<file path="src/sv/signed_integer_to_radix_text_assert.svh">
// Assertion macros shared by the conversion block.
// Each use expects clk and rst in scope.
`ifndef SIGNED_INTEGER_TO_RADIX_TEXT_ASSERT_SVH
`define SIGNED_INTEGER_TO_RADIX_TEXT_ASSERT_SVH

// Condition holds at every edge outside reset.
`define SIRT_ASSERT_HOLD(name, cond) \
  name: assert property (@(posedge clk) disable iff (rst) (cond)) \
    else $error("sirt: invariant violated");

// Consequent holds in the same cycle as the antecedent.
`define SIRT_ASSERT_IMPL(name, ante, cons) \
  name: assert property (@(posedge clk) disable iff (rst) (ante) |-> (cons)) \
    else $error("sirt: implication violated");

`endif

</file>
<file path="src/sv/sirt_pkg.sv">
package sirt_pkg;

  // Default sizing of the block
  localparam int MAX_RADIX_DEF  = 16;
  localparam int VALUE_BITS_DEF = 32;

  // Fixed field widths
  localparam int NUMBER_W = 32;
  localparam int RADIX_W  = 5;
  localparam int ALPHA_W  = 64;
  localparam int CHAR_W   = 8;

  // Quotient bits produced by the divider per cycle
  localparam int DIV_STEP_BITS = 8;

  // Characters with a special meaning
  localparam logic [CHAR_W-1:0] CHAR_PLUS  = 8'h2B;
  localparam logic [CHAR_W-1:0] CHAR_MINUS = 8'h2D;

  // Register indexes of the configuration port
  typedef enum logic [1:0] {
    REG_RADIX      = 2'd0,
    REG_ALPHA_LOW  = 2'd1,
    REG_ALPHA_HIGH = 2'd2
  } cfg_reg_t;

  typedef struct packed {
    logic [RADIX_W-1:0] radix;
    logic [ALPHA_W-1:0] alphabet_low;
    logic [ALPHA_W-1:0] alphabet_high;
  } cfg_t;

  typedef struct packed {
    logic [CHAR_W-1:0] ch;
    logic              last;
  } out_item_t;

  // Character of the alphabet for digit value d
  function automatic logic [CHAR_W-1:0] alpha_char(input cfg_t c, input logic [3:0] d);
    logic [2*ALPHA_W-1:0] all;
    all = {c.alphabet_high, c.alphabet_low};
    return all[{d, 3'b000} +: CHAR_W];
  endfunction

endpackage

</file>
<file path="src/sv/sirt_fifo.sv">
module sirt_fifo #(
  parameter int WIDTH = 8,
  parameter int DEPTH = 2
) (
  input  logic                       clk,
  input  logic                       rst,
  input  logic                       push,
  input  logic [WIDTH-1:0]           wdata,
  output logic                       full,
  input  logic                       pop,
  output logic [WIDTH-1:0]           rdata,
  output logic                       empty,
  output logic [$clog2(DEPTH+1)-1:0] count
);

  localparam int PTR_W = (DEPTH > 1) ? $clog2(DEPTH) : 1;
  localparam int CNT_W = $clog2(DEPTH+1);

  logic [WIDTH-1:0] mem [DEPTH];
  logic [PTR_W-1:0] wptr;
  logic [PTR_W-1:0] rptr;
  logic             wr;
  logic             rd;

  assign full  = (count == CNT_W'(DEPTH));
  assign empty = (count == '0);
  assign wr    = push && !full;
  assign rd    = pop && !empty;
  assign rdata = mem[rptr];

  // Advance pointers and occupancy
  always_ff @(posedge clk) begin
    if (rst) begin
      wptr  <= '0;
      rptr  <= '0;
      count <= '0;
    end else begin
      if (wr) begin
        wptr <= (wptr == PTR_W'(DEPTH-1)) ? '0 : wptr + PTR_W'(1);
      end
      if (rd) begin
        rptr <= (rptr == PTR_W'(DEPTH-1)) ? '0 : rptr + PTR_W'(1);
      end
      if (wr && !rd) begin
        count <= count + CNT_W'(1);
      end else if (rd && !wr) begin
        count <= count - CNT_W'(1);
      end
    end
  end

  // Store entries
  always_ff @(posedge clk) begin
    if (wr) begin
      mem[wptr] <= wdata;
    end
  end

endmodule

</file>
<file path="src/sv/sirt_front.sv">
module sirt_front #(
  parameter int VALUE_BITS = 32
) (
  input  logic signed [sirt_pkg::NUMBER_W-1:0] number,
  output logic        [VALUE_BITS:0]           item
);

  import sirt_pkg::*;

  logic signed [VALUE_BITS-1:0] value;
  logic        [VALUE_BITS-1:0] raw;
  logic                         neg;
  logic        [VALUE_BITS-1:0] mag;

  // Sign-extend or truncate to the working width
  assign value = VALUE_BITS'(number);
  assign raw   = value;
  assign neg   = raw[VALUE_BITS-1];

  // Take the magnitude; the most negative value maps to 2^(VALUE_BITS-1)
  assign mag  = neg ? (~raw + VALUE_BITS'(1)) : raw;
  assign item = {neg, mag};

endmodule

</file>
<file path="src/sv/sirt_back.sv">
module sirt_back #(
  parameter int MAX_RADIX  = 16,
  parameter int VALUE_BITS = 32,
  parameter int OQ_DEPTH   = 4
) (
  input  logic                             clk,
  input  logic                             rst,
  input  sirt_pkg::cfg_t                   cfg,
  input  logic                             iq_empty,
  input  logic [VALUE_BITS:0]              iq_item,
  output logic                             iq_pop,
  input  logic [$clog2(OQ_DEPTH+1)-1:0]    oq_count,
  output logic                             oq_push,
  output sirt_pkg::out_item_t              oq_item
);

  import sirt_pkg::*;

  localparam int ROUNDS   = (VALUE_BITS + DIV_STEP_BITS - 1) / DIV_STEP_BITS;
  localparam int PAD_BITS = ROUNDS * DIV_STEP_BITS;
  localparam int RND_W    = (ROUNDS > 1) ? $clog2(ROUNDS) : 1;
  localparam int IDX_W    = $clog2(VALUE_BITS);
  localparam int CNT_W    = $clog2(VALUE_BITS + 1);
  localparam int OQC_W    = $clog2(OQ_DEPTH + 1);

  typedef enum logic [1:0] {
    IDLE,
    DIVIDE,
    SIGN,
    EMIT
  } state_t;

  state_t              state;
  logic [PAD_BITS-1:0] work;
  logic [3:0]          rem;
  logic [RND_W-1:0]    round;
  logic [CNT_W-1:0]    cnt;
  logic [CNT_W-1:0]    cnt_next;
  logic                neg;
  logic                alpha_ok;
  logic                ok_next;
  logic [IDX_W-1:0]    rd_idx;
  logic                rd_pend;
  logic                rd_last;
  logic [3:0]          rd_data;
  logic                issue;
  logic                sign_push;
  logic [PAD_BITS-1:0] work_next;
  logic [3:0]          rem_next;
  logic [3:0]          digit_store [VALUE_BITS];

  // Check the alphabet: radix in range, no sign characters, no repeats
  always_comb begin
    logic [CHAR_W-1:0] c;
    ok_next = (cfg.radix >= RADIX_W'(2)) && (cfg.radix <= RADIX_W'(MAX_RADIX));
    for (int i = 0; i < 16; i++) begin
      c = alpha_char(cfg, 4'(i));
      if (RADIX_W'(i) < cfg.radix) begin
        if (c == CHAR_PLUS || c == CHAR_MINUS) begin
          ok_next = 1'b0;
        end
        for (int j = i + 1; j < 16; j++) begin
          if (RADIX_W'(j) < cfg.radix && alpha_char(cfg, 4'(j)) == c) begin
            ok_next = 1'b0;
          end
        end
      end
    end
  end

  // Restoring division by the radix, DIV_STEP_BITS quotient bits per cycle
  always_comb begin
    logic [PAD_BITS-1:0] w;
    logic [RADIX_W-1:0]  t;
    logic [3:0]          r;
    w = work;
    r = rem;
    for (int k = 0; k < DIV_STEP_BITS; k++) begin
      t = {r, w[PAD_BITS-1]};
      w = {w[PAD_BITS-2:0], 1'b0};
      if (t >= cfg.radix) begin
        t = t - cfg.radix;
        w[0] = 1'b1;
      end
      r = t[3:0];
    end
    work_next = w;
    rem_next  = r;
  end

  assign cnt_next = cnt + CNT_W'(1);

  // Handshakes toward both queues
  assign iq_pop    = (state == IDLE) && !iq_empty;
  assign sign_push = (state == SIGN) && (oq_count < OQC_W'(OQ_DEPTH));
  assign issue     = (state == EMIT) &&
                     ((OQC_W+1)'(oq_count) + (OQC_W+1)'(rd_pend) < (OQC_W+1)'(OQ_DEPTH));
  assign oq_push   = rd_pend || sign_push;

  always_comb begin
    if (rd_pend) begin
      oq_item.ch   = alpha_char(cfg, rd_data);
      oq_item.last = rd_last;
    end else begin
      oq_item.ch   = CHAR_MINUS;
      oq_item.last = 1'b0;
    end
  end

  // Sequence one number: divide out digits, then emit sign and digits
  always_ff @(posedge clk) begin
    if (rst) begin
      state    <= IDLE;
      work     <= '0;
      rem      <= '0;
      round    <= '0;
      cnt      <= '0;
      neg      <= 1'b0;
      alpha_ok <= 1'b0;
      rd_pend  <= 1'b0;
      rd_idx   <= '0;
      rd_last  <= 1'b0;
    end else begin
      alpha_ok <= ok_next;
      rd_pend  <= issue;
      case (state)
        IDLE: begin
          // Drop the transaction when the alphabet is invalid
          if (!iq_empty && alpha_ok) begin
            work  <= PAD_BITS'(iq_item[VALUE_BITS-1:0]);
            neg   <= iq_item[VALUE_BITS];
            rem   <= '0;
            round <= '0;
            cnt   <= '0;
            state <= DIVIDE;
          end
        end
        DIVIDE: begin
          work <= work_next;
          if (round == RND_W'(ROUNDS - 1)) begin
            round  <= '0;
            rem    <= '0;
            cnt    <= cnt_next;
            rd_idx <= cnt[IDX_W-1:0];
            if (work_next == '0 || cnt_next == CNT_W'(VALUE_BITS)) begin
              state <= neg ? SIGN : EMIT;
            end
          end else begin
            rem   <= rem_next;
            round <= round + RND_W'(1);
          end
        end
        SIGN: begin
          if (sign_push) begin
            state <= EMIT;
          end
        end
        EMIT: begin
          if (issue) begin
            rd_last <= (rd_idx == '0);
            rd_idx  <= rd_idx - IDX_W'(1);
            if (rd_idx == '0) begin
              state <= IDLE;
            end
          end
        end
        default: state <= IDLE;
      endcase
    end
  end

  // Digit store: write on each finished digit, read most significant first
  always_ff @(posedge clk) begin
    if (state == DIVIDE && round == RND_W'(ROUNDS - 1)) begin
      digit_store[cnt[IDX_W-1:0]] <= rem_next;
    end
    if (issue) begin
      rd_data <= digit_store[rd_idx];
    end
  end

endmodule

</file>
<file path="src/sv/signed_integer_to_radix_text.sv">
// Converts a signed 32-bit number to text in a configured radix (2 to 16), most
// significant digit first, each digit drawn from a configured alphabet; a negative
// number gets a leading '-', and the final character of each number carries last.
// An alphabet shorter than two or longer than 16, holding '+' or '-', or repeating
// a character yields no characters for the number. The most negative number converts
// as its unsigned magnitude. Timing: a divider produces eight quotient bits per
// cycle, and characters leave through the digit store read port at one per cycle
// while the result queue has room. A two-entry input queue takes new numbers while
// one converts, and a four-entry result queue absorbs stalls on the output side.
// Configuration is written through cfg_valid/cfg_ready (always ready); the user must
// write it only while the block is idle, and the block itself does not enforce this.
`include "signed_integer_to_radix_text_assert.svh"

module signed_integer_to_radix_text #(
  parameter int MAX_RADIX  = sirt_pkg::MAX_RADIX_DEF,
  parameter int VALUE_BITS = sirt_pkg::VALUE_BITS_DEF
) (
  input  logic                                 clk,
  input  logic                                 rst,
  input  logic                                 push,
  input  logic signed [sirt_pkg::NUMBER_W-1:0] number,
  output logic                                 full,
  output logic                                 empty,
  input  logic                                 pop,
  output logic        [sirt_pkg::CHAR_W-1:0]   out_char,
  output logic                                 last,
  input  logic                                 cfg_valid,
  output logic                                 cfg_ready,
  input  logic        [1:0]                    cfg_index,
  input  logic        [sirt_pkg::ALPHA_W-1:0]  cfg_data
);

  import sirt_pkg::*;

  localparam int IQ_DEPTH = 2;
  localparam int OQ_DEPTH = 4;
  localparam int IQC_W    = $clog2(IQ_DEPTH + 1);
  localparam int OQC_W    = $clog2(OQ_DEPTH + 1);

  cfg_t              cfg;
  logic [VALUE_BITS:0] front_item;
  logic [VALUE_BITS:0] iq_item;
  logic              iq_empty;
  logic              iq_pop;
  logic [IQC_W-1:0]  iq_count;
  logic              oq_push;
  out_item_t         oq_item;
  out_item_t         oq_head;
  logic              oq_full;
  logic [OQC_W-1:0]  oq_count;

  // Configuration registers
  assign cfg_ready = 1'b1;

  always_ff @(posedge clk) begin
    if (rst) begin
      cfg <= '0;
    end else if (cfg_valid && cfg_ready) begin
      case (cfg_reg_t'(cfg_index))
        REG_RADIX:      cfg.radix         <= cfg_data[RADIX_W-1:0];
        REG_ALPHA_LOW:  cfg.alphabet_low  <= cfg_data;
        REG_ALPHA_HIGH: cfg.alphabet_high <= cfg_data;
        default: ;
      endcase
    end
  end

  // Front: take the sign apart from the magnitude
  sirt_front #(
    .VALUE_BITS(VALUE_BITS)
  ) u_front (
    .number(number),
    .item  (front_item)
  );

  sirt_fifo #(
    .WIDTH(VALUE_BITS + 1),
    .DEPTH(IQ_DEPTH)
  ) u_in_queue (
    .clk  (clk),
    .rst  (rst),
    .push (push),
    .wdata(front_item),
    .full (full),
    .pop  (iq_pop),
    .rdata(iq_item),
    .empty(iq_empty),
    .count(iq_count)
  );

  // Back: divide out digits and emit characters
  sirt_back #(
    .MAX_RADIX (MAX_RADIX),
    .VALUE_BITS(VALUE_BITS),
    .OQ_DEPTH  (OQ_DEPTH)
  ) u_back (
    .clk     (clk),
    .rst     (rst),
    .cfg     (cfg),
    .iq_empty(iq_empty),
    .iq_item (iq_item),
    .iq_pop  (iq_pop),
    .oq_count(oq_count),
    .oq_push (oq_push),
    .oq_item (oq_item)
  );

  sirt_fifo #(
    .WIDTH($bits(out_item_t)),
    .DEPTH(OQ_DEPTH)
  ) u_out_queue (
    .clk  (clk),
    .rst  (rst),
    .push (oq_push),
    .wdata(oq_item),
    .full (oq_full),
    .pop  (pop),
    .rdata(oq_head),
    .empty(empty),
    .count(oq_count)
  );

  assign out_char = oq_head.ch;
  assign last     = oq_head.last;

  // The back never writes a character that the result queue cannot hold
  `SIRT_ASSERT_IMPL(a_oq_no_overflow, oq_push, !oq_full)
  // Occupancy stays within the queue depths
  `SIRT_ASSERT_HOLD(a_oq_bound, oq_count <= OQC_W'(OQ_DEPTH))
  `SIRT_ASSERT_HOLD(a_iq_bound, iq_count <= IQC_W'(IQ_DEPTH))
  // A popped number leaves the input queue only when one is present
  `SIRT_ASSERT_IMPL(a_iq_pop_nonempty, iq_pop, iq_count != '0)

endmodule

</file>
<file path="config.mk">
export PLATFORM = sky130hd
export DESIGN_NAME = signed_integer_to_radix_text
export DESIGN_NICKNAME = d
export VERILOG_FILES = /design/src/sv/sirt_pkg.sv /design/src/sv/sirt_fifo.sv /design/src/sv/sirt_front.sv /design/src/sv/sirt_back.sv /design/src/sv/signed_integer_to_radix_text.sv
export VERILOG_INCLUDE_DIRS = /design/src /design/src/sv
export SDC_FILE = /design/constraint.sdc
export NUM_CORES = 2
export LEC_CHECK = 0
export BUFFER_PORTS_ARGS = -buffer_cell sky130_fd_sc_hd__buf_2
export CAP_MARGIN = 20
export CORE_ASPECT_RATIO = 1.75
export CORE_MARGIN = 8
export CORE_UTILIZATION = 63
export DETAILED_ROUTE_END_ITERATION = 8
export PLACE_DENSITY_LB_ADDON = 0.2
export SLEW_MARGIN = 20
export SYNTH_ARGS = -nofsm -noshare
export SYNTH_HDL_FRONTEND = slang
export SYNTH_SLANG_ARGS = --single-unit
</file>
<file path="constraint.sdc">
create_clock -name clk -period 15.4 [get_ports clk]
set_input_delay 1.54 -clock clk [delete_from_list [all_inputs] [get_ports clk]]
set_output_delay 1.54 -clock clk [all_outputs]
set_load 0.005 [all_outputs]
</file>
==> results.tsv <==
stage	metric	value	unit
finish	multi_input_area	19700	um2
finish	fillers	3942	
yosys	synth-edff-count	234	
detailed_routing	wl_met2	57.5	mm
yosys	synthesis.nets	3634	
cts	cts_resized	0	
setup_path	end_kind	flip-flop	
floorplanning	die_h	316	um
detailed_routing	drt_iter0_drc	3221	
detailed_routing	drtAntennaViolNets	0	
global_routing	grt_pass1_vias	28706	
pwr	ir_worst_vdd	0.00299	V
yosys	synth_seq_area_share	34.2	%
setup_path	r2r_end	u_back.digit_store[0][3]	
floorplanning	die_x	187	um
global_routing	grt.total_usage	41.1	%
sta	worst-slew-pin-transition	1.26	ns
cts	numCtsBuffers	40	
detailed_routing	num_vias	28240	
setup_path	critPathCapture	u_back.digit_store[0][3]	
cts	clock_path_buffers	3	
yosys	synth_area_leaders	edfxtp_1 22%, xnor2_1 20%, dfxtp_1 13%	
setup_path	cp_data_arrival_time	14.31	ns
cts	cts_setup_buffers	0	
global_routing	grt_max_degree	85	
detailed_routing	drc	0	
job	drv_cap	0	
yosys	syn_avg_cell_area	9.34	um2
outcome	status	finished clean	
finish	area_growth	8.11	%
place	dpl.hpwl	80.0	mm
setup_path	r2r_start	cfg[129]	
setup_path	slowest_stage	a31oi_1	
sta	setup_tns	0	ns
detailed_routing	highest_layer	met4	
yosys	ys_types	68	
setup_path	crit_required	15.64	ns
sta	rsz0062_at_grt	no	
finish	layout-drive-gt1-share	13.8	%
place	place_congestion	1.10	
setup_path	critPathMaxStageDelay	0.64	ns
finish	fin_util	68.4	%
sta	fin_crit	14.07	ns
detailed_routing	wl_met3	13.9	mm
yosys	postSynthCellCount	3463	
place	io_buffers	113	
sta	clock_skew	0.0294	ns
setup_path	critical_path.max_fanout	32	
global_routing	grt_first_pass_wirelength	183	mm
setup_path	ff2ff_path_depth	55	
sta	setup_viol	0	
detailed_routing	drtPass1Iterations	7	
setup_path	crit_family	compound AO/OA/AOI/OAI gates	
yosys	synthFlopType	edfxtp_1	
cts	cts_max_level	2	
detailed_routing	wl_met1	38.7	mm
setup_path	cp-start-kind	flip-flop	
setup_path	crit_type	flip-flop to flip-flop	
min_path	hp-class	flip-flop to flip-flop	
global_routing	antenna_found_initial	6	
yosys	synthArstFlopShare	0	%
setup_path	r2r_setup_slack	1.33	ns
floorplanning	core_area	51100	um2
setup_path	critical_path_depth	55	
pwr	p_per_area	244	nW/um2
finish	nNetsFinal	3577	
floorplanning	start_util	63.3	%
sta	finalHoldViolations	0	
finish	regArea	11100	um2
cts	clk_pin_slew	0.07	ns
detailed_routing	via_per_inst	6.86	
setup_path	crit_top_cell	ha_1	
floorplanning	row_count	110	
sta	maxSlewViolCount	0	
global_routing	overflow	0	
cts	worstSkewPairLatency	0.59	ns
sta	fin_crit_sh	91.4	%
yosys	synth_area	32300	um2
cts	cts_tree	built	
yosys	synth_seq_cells	436	
yosys	yosys_warnings	0	
floorplanning	io_pins	115	
sta	slew_headroom	15.8	%
yosys	yosysTopAreaCell	edfxtp_1	
pwr	p_leak	12.3	nW
cts	clock-root-buffer	clkbuf_16	
cts	cts_hold_buf	0	
cts	clkSinkCount	436	
floorplanning	fp.dieArea	59100	um2
setup_path	crit_start	cfg[129]	
sta	fmax	71.1	MHz
setup_path	crit_buf_inv	7	
yosys	synth_top_area_share	21.7	%
detailed_routing	routed_wl	124	mm
detailed_routing	wire_per_inst	30.0	um
final cells by class:
type	count	area share, %
flip-flops and latches	436	31.7
inverters	49	0.526
clock buffers	51	3.13
clock inverters	23	0.698
repair buffers	270	5.03
well taps	672	2.41
diodes	7	0.0501
multi-input cells	2609	56.5
cell usage in the layout, fill, tap and decap left out, drive strengths merged, types with 7 or more instances in the layout:
cell,synthesis,final
nand2b,15,15
nor2b,11,11
diode,0,7
mux2,19,19
o21ai,38,38
clkbuf,265,51
a21o,11,11
nand4b,8,8
ha,59,59
o41ai,7,7
and2,11,11
a211oi,10,10
or3,20,20
o31ai,13,13
clkinv,0,14
nor4,100,100
mux2i,41,41
nor3,75,75
fa,9,9
edfxtp,234,234
nor4b,9,9
nor2,181,181
nand2,302,302
mux4,89,89
xnor2,750,750
a21oi,235,235
dfxtp,202,202
xor2,275,275
nand3,35,35
nand4,177,177
a31oi,38,38
clkinvlp,0,7
buf,104,270
inv,49,49
registers in the layout (all words and copies together), names as in the netlist, 5 cells and up, named ones only:
name	flops
cfg	133
u_back.digit_store	128
u_in_queue.mem	66
u_out_queue.mem	36
u_back.work	32
u_back.cnt	6
u_back.rd_idx	5
Yosys cell counts (4+ instances only):
library cell	number
xnor2_1	750
nand2_1	302
xor2_1	275
clkbuf_1	265
a21oi_1	235
edfxtp_1	234
dfxtp_1	202
nor2_1	181
nand4_1	177
buf_1	103
nor4_1	99
mux4_2	89
nor3_1	75
ha_1	59
inv_1	49
mux2i_1	41
a31oi_1	38
nand3_1	35
o21ai_0	34
mux2_2	19
or3_1	17
nand2b_1	15
o31ai_1	12
a21o_1	11
and2_1	11
nor2b_1	11
a211oi_1	10
fa_1	9
nor4b_1	9
nand4b_1	8
o41ai_1	7
a22oi_1	5
o211ai_1	5
o21a_1	5
o22ai_1	5
a311o_1	4
o21ai_1	4
or2_2	4
worst min-delay path, delay by kind of cell (launching register included):
family,cells,cell delay [ns]
flip-flops,1,0.31
AND/OR/NAND/NOR,1,0.05
AO/OA/AOI/OAI,1,0.05
per-layer routing:
layer / up-vias / GRT usage, %
met5: - / 0
met4: 0 / 37.1
met3: 865 / 12.0
met2: 2180 / 67.1
met1: 13347 / 42.7
li1: 11848 / -
report_power, final:
part | leakage [nW] | switching (mW) | internal, mW
sequential | 3.77 | 0.0695 | 2.78
clock | 0.630 | 0.466 | 0.547
combinational | 7.95 | 3.05 | 1.60
total | 12.3 | 3.59 | 4.93
worst min-delay path by stage:
stage,cells past startpoint,slack [ns],startpoint,to
6_report,2,0.46,cfg[25],cfg[25]
5_1_grt,2,0.47,cfg[66],cfg[66]
4_1_cts,2,0.46,cfg[94],cfg[94]
3_5_place_dp,2,0.45,cfg[94],cfg[94]
3_3_place_gp,2,0.44,cfg[89],cfg[89]
2_1_floorplan,2,0.43,u_back.rd_last,u_back.rd_last
through the flow:
| stage | power (mW) | hold WS (ns) | cells | worst slack [ns] | area, um2 |
|---|---|---|---|---|---|
| global route | 8.84 | 0.471 | 4111 | 0.359 | 34900 |
| floorplan | 5.62 | 0.432 | 3463 | 2.35 | 32300 |
| finish | 8.52 | 0.456 | 4117 | 1.33 | 35000 |
| detailed placement | 5.86 | 0.448 | 4035 | 1.09 | 33600 |
| global placement | 5.84 | 0.445 | 4035 | 1.36 | 33600 |
| CTS | 6.89 | 0.457 | 4109 | 0.962 | 34900 |
logic make-up (layout without fill, tap and decap cells):
group / count (synthesis) / in the layout / share of synthesized area [%]
multiplexers: 149 / 149 / 8.13
XOR/XNOR: 1025 / 1025 / 27.8
AND/OR/NAND/NOR: 963 / 963 / 14.8
other: 1 / 8 / 0.0116
adder cells (fa/ha/maj): 68 / 68 / 2.84
flip-flops: 436 / 436 / 34.2
buffers and inverters: 418 / 393 / 4.86
AO/OA/AOI/OAI: 403 / 403 / 7.29
No activity file was read; power rests on OpenSTA's default activity.
